**src/rtl/bdlp_pkg.sv**
```systemverilog
// ----------------------------------------------------------------------------
// bdlp_pkg
// Shared types and constants of the button debouncer with long-press detection.
// ----------------------------------------------------------------------------
`default_nettype none

package bdlp_pkg;

   localparam int DefaultTimeBits = 48;
   localparam int SampleTimeBits  = 48;
   localparam int ButtonIdBits    = 3;
   localparam int DurationBits    = 16;
   localparam int CsrAddrBits     = 3;
   localparam int CsrDataBits     = 32;

   typedef logic [0:0] reg_index_type;

   localparam reg_index_type REG_DEBOUNCE_TIME   = 1'b0;
   localparam reg_index_type REG_LONG_PRESS_TIME = 1'b1;

   localparam logic [DurationBits-1:0] DEBOUNCE_TIME_RESET   = 16'd30;
   localparam logic [DurationBits-1:0] LONG_PRESS_TIME_RESET = 16'd800;

   localparam logic GESTURE_SHORT = 1'b0;
   localparam logic GESTURE_LONG  = 1'b1;

   typedef struct packed {
      logic [DurationBits-1:0] debounce_time;
      logic [DurationBits-1:0] long_press_time;
   } cfg_type;

endpackage

`default_nettype wire

```
**src/rtl/bdlp_csr.sv**
```systemverilog
// ----------------------------------------------------------------------------
// bdlp_csr
// Configuration registers behind the register port: debounce and long-press time.
// ----------------------------------------------------------------------------
`default_nettype none

module bdlp_csr (
   input  wire                                 clock,
   input  wire                                 reset,
   input  wire                                 csr_psel,
   input  wire                                 csr_penable,
   input  wire                                 csr_pwrite,
   input  wire  [bdlp_pkg::CsrAddrBits-1:0]    csr_paddr,
   input  wire  [bdlp_pkg::CsrDataBits-1:0]    csr_pwdata,
   output logic [bdlp_pkg::CsrDataBits-1:0]    csr_prdata,
   output logic                                csr_pready,
   output bdlp_pkg::cfg_type                   cfg
);
   import bdlp_pkg::*;

   logic [DurationBits-1:0] debounce_time_ff;
   logic [DurationBits-1:0] debounce_time_in;
   logic [DurationBits-1:0] long_press_time_ff;
   logic [DurationBits-1:0] long_press_time_in;
   reg_index_type           index;
   logic                    write_en;

   assign csr_pready = 1'b1;
   assign index      = csr_paddr[2];
   assign write_en   = csr_psel && csr_penable && csr_pwrite && csr_pready;

   always_comb begin
      debounce_time_in   = debounce_time_ff;
      long_press_time_in = long_press_time_ff;
      csr_prdata         = '0;
      unique case (index)
         REG_DEBOUNCE_TIME: begin
            if (write_en) begin
               debounce_time_in = csr_pwdata[DurationBits-1:0];
            end
            csr_prdata = {{(CsrDataBits-DurationBits){1'b0}}, debounce_time_ff};
         end
         REG_LONG_PRESS_TIME: begin
            if (write_en) begin
               long_press_time_in = csr_pwdata[DurationBits-1:0];
            end
            csr_prdata = {{(CsrDataBits-DurationBits){1'b0}}, long_press_time_ff};
         end
         default: begin
            csr_prdata = '0;
         end
      endcase
   end

   always_ff @(posedge clock) begin
      if (reset) begin
         debounce_time_ff   <= DEBOUNCE_TIME_RESET;
         long_press_time_ff <= LONG_PRESS_TIME_RESET;
      end else begin
         debounce_time_ff   <= debounce_time_in;
         long_press_time_ff <= long_press_time_in;
      end
   end

   assign cfg.debounce_time   = debounce_time_ff;
   assign cfg.long_press_time = long_press_time_ff;

endmodule

`default_nettype wire

```
**src/rtl/bdlp_core.sv**
```systemverilog
// ----------------------------------------------------------------------------
// bdlp_core
// Debounce state and event decision for one registered sample per cycle while step is high.
// ----------------------------------------------------------------------------
`default_nettype none

module bdlp_core #(
   parameter int TIME_BITS = bdlp_pkg::DefaultTimeBits
) (
   input  wire                                  clock,
   input  wire                                  reset,
   input  bdlp_pkg::cfg_type                    cfg,
   input  wire                                  step,
   input  wire                                  raw_level,
   input  wire  [TIME_BITS-1:0]                 now,
   output logic                                 emit,
   output logic                                 gesture
);
   import bdlp_pkg::*;

   function automatic logic elapsed(input logic [TIME_BITS-1:0] t_now,
                                    input logic [TIME_BITS-1:0] t_since,
                                    input logic [DurationBits-1:0] dur);
      logic [TIME_BITS-1:0] diff;
      diff    = t_now - t_since;
      elapsed = (t_now >= t_since) &&
                (diff >= {{(TIME_BITS-DurationBits){1'b0}}, dur});
   endfunction

   logic                 seeded_ff, seeded_in;
   logic                 candidate_level_ff, candidate_level_in;
   logic                 stable_level_ff, stable_level_in;
   logic                 long_sent_ff, long_sent_in;
   logic [TIME_BITS-1:0] candidate_start_ff, candidate_start_in;
   logic [TIME_BITS-1:0] press_start_ff, press_start_in;

   logic                 debounce_ok;
   logic                 confirm;
   logic                 press_confirm;
   logic                 long_sent_mid;
   logic                 long_ok;
   logic                 short_emit;
   logic                 long_emit;

   always_comb begin
      candidate_start_in = (raw_level != candidate_level_ff) ? now : candidate_start_ff;
      debounce_ok        = elapsed(now, candidate_start_in, cfg.debounce_time);
      confirm            = (raw_level != stable_level_ff) && debounce_ok;
      press_confirm      = confirm && raw_level;
      long_sent_mid      = confirm ? 1'b0 : long_sent_ff;
      long_ok            = press_confirm ?
                           elapsed(now, candidate_start_in, cfg.long_press_time) :
                           elapsed(now, press_start_ff, cfg.long_press_time);
      stable_level_in    = confirm ? raw_level : stable_level_ff;
      press_start_in     = press_confirm ? candidate_start_in : press_start_ff;
      short_emit         = confirm && !raw_level && !long_sent_ff;
      long_emit          = stable_level_in && raw_level && !long_sent_mid && long_ok;
      long_sent_in       = long_emit ? 1'b1 : long_sent_mid;
      candidate_level_in = raw_level;
      seeded_in          = 1'b1;
      emit               = 1'b0;
      gesture            = GESTURE_SHORT;
      if (!seeded_ff) begin
         stable_level_in    = raw_level;
         candidate_start_in = now;
         press_start_in     = now;
         long_sent_in       = 1'b0;
      end else if (short_emit) begin
         emit    = 1'b1;
         gesture = GESTURE_SHORT;
      end else if (long_emit) begin
         emit    = 1'b1;
         gesture = GESTURE_LONG;
      end
   end

   always_ff @(posedge clock) begin
      if (reset) begin
         seeded_ff          <= 1'b0;
         candidate_level_ff <= 1'b0;
         stable_level_ff    <= 1'b0;
         long_sent_ff       <= 1'b0;
         candidate_start_ff <= '0;
         press_start_ff     <= '0;
      end else if (step) begin
         seeded_ff          <= seeded_in;
         candidate_level_ff <= candidate_level_in;
         stable_level_ff    <= stable_level_in;
         long_sent_ff       <= long_sent_in;
         candidate_start_ff <= candidate_start_in;
         press_start_ff     <= press_start_in;
      end
   end

   // seeding sample never produces an event
   assert property (@(posedge clock) disable iff (reset)
      (step && !seeded_ff) |-> !emit)
      else $error("event on seeding sample");

   // a long press is remembered until release
   assert property (@(posedge clock) disable iff (reset)
      (step && emit && gesture == GESTURE_LONG) |=> long_sent_ff)
      else $error("long press not recorded");

   // state only moves on a sample
   assert property (@(posedge clock) disable iff (reset)
      !step |=> ($stable(stable_level_ff) && $stable(long_sent_ff)))
      else $error("state changed without sample");

   // no second long press while one is pending release
   assert property (@(posedge clock) disable iff (reset)
      (step && long_sent_ff && stable_level_ff && !confirm) |-> !emit)
      else $error("repeated long press");

endmodule

`default_nettype wire

```
**src/rtl/button_debounce_long_press.sv**
```systemverilog
// ----------------------------------------------------------------------------
// button_debounce_long_press
// Button debouncer emitting short-press and long-press events from timestamped samples.
// ----------------------------------------------------------------------------
// Each sample transfer is registered in the input register, processed against the
// debounce state once the event register is free or being drained, and any event
// lands in an output register; a new sample is taken every cycle as long as the
// event register is free or being drained, so the throughput is one sample per clock.
// The first sample after reset only seeds the state. Timestamps are kept TIME_BITS
// wide and must not decrease; an interval whose start lies after the current time
// counts as not elapsed. Registers: debounce_time at byte 0, long_press_time at byte 4.
`default_nettype none

module button_debounce_long_press #(
   parameter int TIME_BITS = bdlp_pkg::DefaultTimeBits
) (
   input  wire                                   clock,
   input  wire                                   reset,
   input  wire                                   req_valid,
   output logic                                  req_ready,
   input  wire  [bdlp_pkg::ButtonIdBits-1:0]     req_button_id,
   input  wire                                   req_raw_level,
   input  wire  [bdlp_pkg::SampleTimeBits-1:0]   req_sample_time,
   output logic                                  rsp_valid,
   input  wire                                   rsp_ready,
   output logic [bdlp_pkg::ButtonIdBits-1:0]     rsp_event_button,
   output logic                                  rsp_gesture,
   output logic [bdlp_pkg::SampleTimeBits-1:0]   rsp_event_time,
   input  wire                                   csr_psel,
   input  wire                                   csr_penable,
   input  wire                                   csr_pwrite,
   input  wire  [bdlp_pkg::CsrAddrBits-1:0]      csr_paddr,
   input  wire  [bdlp_pkg::CsrDataBits-1:0]      csr_pwdata,
   output logic [bdlp_pkg::CsrDataBits-1:0]      csr_prdata,
   output logic                                  csr_pready
);
   import bdlp_pkg::*;

   cfg_type                   cfg;

   logic                      in_valid_ff;
   logic [ButtonIdBits-1:0]   in_button_ff;
   logic                      in_raw_ff;
   logic [SampleTimeBits-1:0] in_time_ff;

   logic                      out_valid_ff;
   logic [ButtonIdBits-1:0]   out_button_ff;
   logic                      out_gesture_ff;
   logic [SampleTimeBits-1:0] out_time_ff;

   logic                      advance;
   logic                      step;
   logic                      emit;
   logic                      gesture;
   logic [TIME_BITS-1:0]      now;
   logic [SampleTimeBits-1:0] event_time;

   generate
      if (TIME_BITS >= SampleTimeBits) begin : g_wide
         assign now        = {{(TIME_BITS-SampleTimeBits){1'b0}}, in_time_ff};
         assign event_time = in_time_ff;
      end else begin : g_narrow
         assign now        = in_time_ff[TIME_BITS-1:0];
         assign event_time = {{(SampleTimeBits-TIME_BITS){1'b0}}, now};
      end
   endgenerate

   assign advance   = !out_valid_ff || rsp_ready;
   assign step      = in_valid_ff && advance;
   assign req_ready = !in_valid_ff || advance;

   bdlp_csr u_csr (
      .clock       (clock),
      .reset       (reset),
      .csr_psel    (csr_psel),
      .csr_penable (csr_penable),
      .csr_pwrite  (csr_pwrite),
      .csr_paddr   (csr_paddr),
      .csr_pwdata  (csr_pwdata),
      .csr_prdata  (csr_prdata),
      .csr_pready  (csr_pready),
      .cfg         (cfg)
   );

   bdlp_core #(
      .TIME_BITS (TIME_BITS)
   ) u_core (
      .clock     (clock),
      .reset     (reset),
      .cfg       (cfg),
      .step      (step),
      .raw_level (in_raw_ff),
      .now       (now),
      .emit      (emit),
      .gesture   (gesture)
   );

   // input register
   always_ff @(posedge clock) begin
      if (reset) begin
         in_valid_ff <= 1'b0;
      end else if (req_ready) begin
         in_valid_ff <= req_valid;
      end
   end

   always_ff @(posedge clock) begin
      if (req_valid && req_ready) begin
         in_button_ff <= req_button_id;
         in_raw_ff    <= req_raw_level;
         in_time_ff   <= req_sample_time;
      end
   end

   // event register
   always_ff @(posedge clock) begin
      if (reset) begin
         out_valid_ff <= 1'b0;
      end else if (advance) begin
         out_valid_ff <= step && emit;
      end
   end

   always_ff @(posedge clock) begin
      if (step && emit) begin
         out_button_ff  <= in_button_ff;
         out_gesture_ff <= gesture;
         out_time_ff    <= event_time;
      end
   end

   assign rsp_valid        = out_valid_ff;
   assign rsp_event_button = out_button_ff;
   assign rsp_gesture      = out_gesture_ff;
   assign rsp_event_time   = out_time_ff;

endmodule

`default_nettype wire
```
**config.mk**
```make
export PLATFORM = sky130hd
export DESIGN_NAME = button_debounce_long_press
export DESIGN_NICKNAME = d
export VERILOG_FILES = /design/src/rtl/bdlp_pkg.sv /design/src/rtl/bdlp_csr.sv /design/src/rtl/bdlp_core.sv /design/src/rtl/button_debounce_long_press.sv
export SDC_FILE = /design/constraint.sdc
export NUM_CORES = 1
export LEC_CHECK = 0
export ABC_AREA = 0
export BUFFER_PORTS_ARGS = -buffer_cell sky130_fd_sc_hd__buf_2
export CAP_MARGIN = 30
export CORE_ASPECT_RATIO = 1.25
export CORE_MARGIN = 4
export CORE_UTILIZATION = 66
export DETAILED_ROUTE_END_ITERATION = 8
export PLACE_DENSITY = 0.95
export SYNTH_ARGS = -nofsm -noshare
export SYNTH_HDL_FRONTEND = slang
export SYNTH_HIERARCHICAL = 1
export SYNTH_SLANG_ARGS = --single-unit
```
**constraint.sdc**
```tcl
create_clock -name clock -period 13.5 [get_ports clock]
set_input_delay 1.35 -clock clock [delete_from_list [all_inputs] [get_ports clock]]
set_output_delay 1.35 -clock clock [all_outputs]
set_load 0.05 [all_outputs]
```
==> summary.md <==
| Metric | Value |
|---|---|
| Total GRT Usage | `40.9%` |
| CTS tree | `done` |
| Post-synth top area cell | `edfxtp_1` |
| Number of synthesized flops with an enable pin | `104` |
| WHS Path Cells | `0` |
| TritonCTS Sinks | `238` |
| Critical Path Max Stage Delay | `800 ps` |
| Final wirelength | `65.3 mm` |
| Area of the mapped netlist | `0.0182 mm²` |
| CP max-delay cell | `edfxtp_1` |
| Crit path max fanout | `67` |
| Pin count of the biggest net entering global routing | `91` |
| Wire per inst | `25.0 µm` |
| Max Cap Violations | `0` |
| Crit path capture type | `flop` |
| Grt ovf | `0` |
| Vias in the first global route | `17900` |
| Fmax | `124 MHz` |
| Root Buffer | `clkbuf_16` |
| Hold buffers post-CTS | `0` |
| Top post-synthesis cells by area | `edfxtp_1 17%, dfxtp_1 15%, ha_1 9.1%` |
| Setup bufs post-CTS | `0` |
| Setup TNS | `0 ps` |
| Critical path class | `flop to flop` |
| Fin. Hold Viols | `0` |
| Synth Register Bits | `238` |
| Hold Slack | `437 ps` |
| Hold EP | `rsp_event_button[1]` |
| Post-synth top area share | `17.1%` |
| Final period utilization | `59.7%` |
| Post-synthesis sequential area ratio | `31.9%` |
| FFs w/ async S/R, synth | `0%` |
| RSZ-0062 raised after global routing | `no` |
| Outcome | `complete, but fails checks` |
| CTS clock-pin slew for the worst setup and hold paths | `60 ps` |
| Area of the core | `0.0270 mm²` |
| Most used DFF post-synth | `dfxtp_1` |
| Pre-CTS WS | `5910 ps` |
| Post-Synthesis Cells | `2182` |
| Share of cells above drive strength 1 | `11.3%` |
| DRC | `11` |
| Clk_lat worst skew | `560 ps` |
| FF-to-FF End | `rsp_event_time[34]` |
| Syn Area/Cell | `8.35 µm²` |
| Fin. max-slew vios | `0` |
| Layout Skew | `28.4 ps` |
| Hpwl dp | `47.9 mm` |
| Remaining antenna violation count | `0` |
| Die Y | `194 µm` |
| Most frequent cells in the layout | `232 x a21oi_1, 224 x nand2_1, 187 x nor2_1` |
| Fin nets | `2475` |
| Pwr Total | `2360 µW` |
| Cell chain of the critical path | `xor2_4, buf_4, mux2i_1, ha_1, nand3_1, a21oi_1, o21ai_0, o21ai_0, xor2_1, ha_1, nand4_1, nor3_1, o311ai_0, clkbuf_2, nand2_1, nor4_1, a21boi_1, nand4_1, a21boi_0, nand2_1, nor2b_4, buf_4` |
| Placed Area | `0.0189 mm²` |
| Die X | `157 µm` |
| Initial Util | `67.5%` |
| HP Start | `in_button_ff[1]` |
| Area growth syn-to-layout | `8.57%` |
| Most common cell after layout, fill and taps aside | `a21oi_1` |
| Vias post-DR | `18200` |
| Cell Rows | `67` |
| Antenna violations before repair | `1` |
| First-pass GRT wire length | `98.1 mm` |
| Max VDD drop | `0.114 mV` |
| Ys Warns | `6` |
| Router iterations before antenna repair | `9` |
| CP Launch Type | `flop` |
| I/O Buffers | `145` |
| GPL Wtd Cong | `1.00` |
| Final setup vio count | `0` |
| Clock Path Buffers | `3` |
| Post-route cell area | `0.0198 mm²` |
| Final min period | `8060 ps` |
| Failing checks | `design-rule violations` |
| CTS H-Tree Depth | `1` |
| Slew HR | `26.5%` |
| Post-CTS sizing | `0` |
| R2R Setup Slk | `5440 ps` |
| DRT iter0 DRCs | `2147` |
| Die area | `0.0303 mm²` |
| Least-Margin Pin Slew | `1090 ps` |
| Synth cell types | `100` |
| CTS Buf Count | `24` |
| PD cells | `120 mW/mm²` |
| Reg2reg path depth | `22` |
| Worst Hold Class | `flop to flop` |
| Vias per inst | `6.97` |
| Critical Path RT | `13680 ps` |
| I/O pin cnt | `181` |
| Post-route worst setup slack | `5440 ps` |
| Critical R2R Launch | `in_raw_ff` |
| Leakage | `0.00786 µW` |
| Critical Path AT | `8250 ps` |
through the flow:
step | cells | utilization (%)
2_1_floorplan | 2197 | -
3_3_place_gp | 2563 | 70.0
3_5_place_dp | 2564 | 70.1
4_1_cts | 2608 | 73.2
5_1_grt | 2611 | 73.2
6_report | 2612 | 73.2
state kept, by name, indices dropped and copies added (netlist names):
| signal | flops |
|---|---|
| in_valid_ff | 1 |
| u_core/long_sent_ff | 1 |
| u_core/candidate_start_ff | 48 |
| rsp_valid | 1 |
| rsp_event_time | 48 |
| u_csr/long_press_time_ff | 16 |
| rsp_event_button | 3 |
| in_button_ff | 3 |
| in_raw_ff | 1 |
| u_core/press_start_ff | 48 |
| u_core/stable_level_ff | 1 |
| u_core/seeded_ff | 1 |
| u_csr/debounce_time_ff | 16 |
| event_time | 48 |
| rsp_gesture | 1 |
| u_core/candidate_level_ff | 1 |
synthesized netlist by cell type, types with 11 or more instances:
| cell type | count |
|---|---|
| buf_2 | 11 |
| o21a_1 | 31 |
| o211ai_1 | 27 |
| o21ai_1 | 14 |
| nor2b_1 | 23 |
| xnor2_1 | 33 |
| nor4_1 | 14 |
| a21oi_1 | 233 |
| a21o_1 | 54 |
| o21ai_0 | 86 |
| edfxtp_1 | 104 |
| nor2_1 | 187 |
| clkbuf_1 | 89 |
| xor2_1 | 34 |
| nand4_1 | 42 |
| nand2_1 | 224 |
| a2111oi_0 | 13 |
| mux2_2 | 17 |
| inv_1 | 121 |
| o21bai_1 | 14 |
| mux2i_1 | 110 |
| nor3_1 | 39 |
| buf_4 | 21 |
| dfxtp_1 | 134 |
| nand2b_1 | 69 |
| nand3_1 | 43 |
| ha_1 | 132 |
| a211oi_1 | 20 |
| a31oi_1 | 31 |
worst max-delay path, delay by kind of cell (launching register included):
family	cells	cell delay, ps
simple gates	8	1720
compound gates	6	1880
fa+ha+maj	2	770
xor+xnor	2	750
mux	1	250
buf+inv	3	1450
flops	1	800
routing by layer:
metal	wire, µm	part of all wire (%)	vias to the layer above	GRT usage (%)
met5	18	0.028	-	0
met4	6000	9.2	2	30.5
met3	5960	9.1	407	9.31
met2	30900	47	1239	67.7
met1	22400	34	8465	45.2
li1	-	-	8097	-
area by class of cell:
class	instances	area, µm²
well taps	345	432
clock inverters	10	62.6
fillers	1947	7220
multi-input cells	1704	11400
flip-flops and latches	238	5810
inverters	122	458
clock buffers	34	768
diodes	1	2.50
repair buffers	158	833
power by group:
part           total, µW  switching, µW  internal (µW)
Sequential           825           41.0            784
Clock                709            309            400
Combinational        829            545            284
cell families (layout without fill, tap and decap cells):
logic type      after synthesis  count (layout)  share of synthesized area, %
mux                         127             127                          7.10
compound gates              656             656                          23.8
buf+inv                     255             324                          6.06
simple gates                699             699                          18.5
other cells                   2              18                        0.0412
fa+ha+maj                   137             137                          9.40
flops                       238             238                          31.9
xor+xnor                     68              68                          3.31
worst max path at each step:
| stage | end | slack, ps | startpoint |
|---|---|---|---|
| detailed placement | rsp_event_time[32] | 5910 | in_raw_ff |
| floorplan | rsp_event_button[0] | 5740 | in_raw_ff |
| global placement | rsp_event_time[33] | 6010 | event_time[3] |
| global route | rsp_event_time[34] | 5110 | in_raw_ff |
| finish | rsp_event_time[34] | 5440 | in_raw_ff |
| CTS | rsp_event_time[34] | 5770 | in_raw_ff |
(Power assumes the default switching activity.)
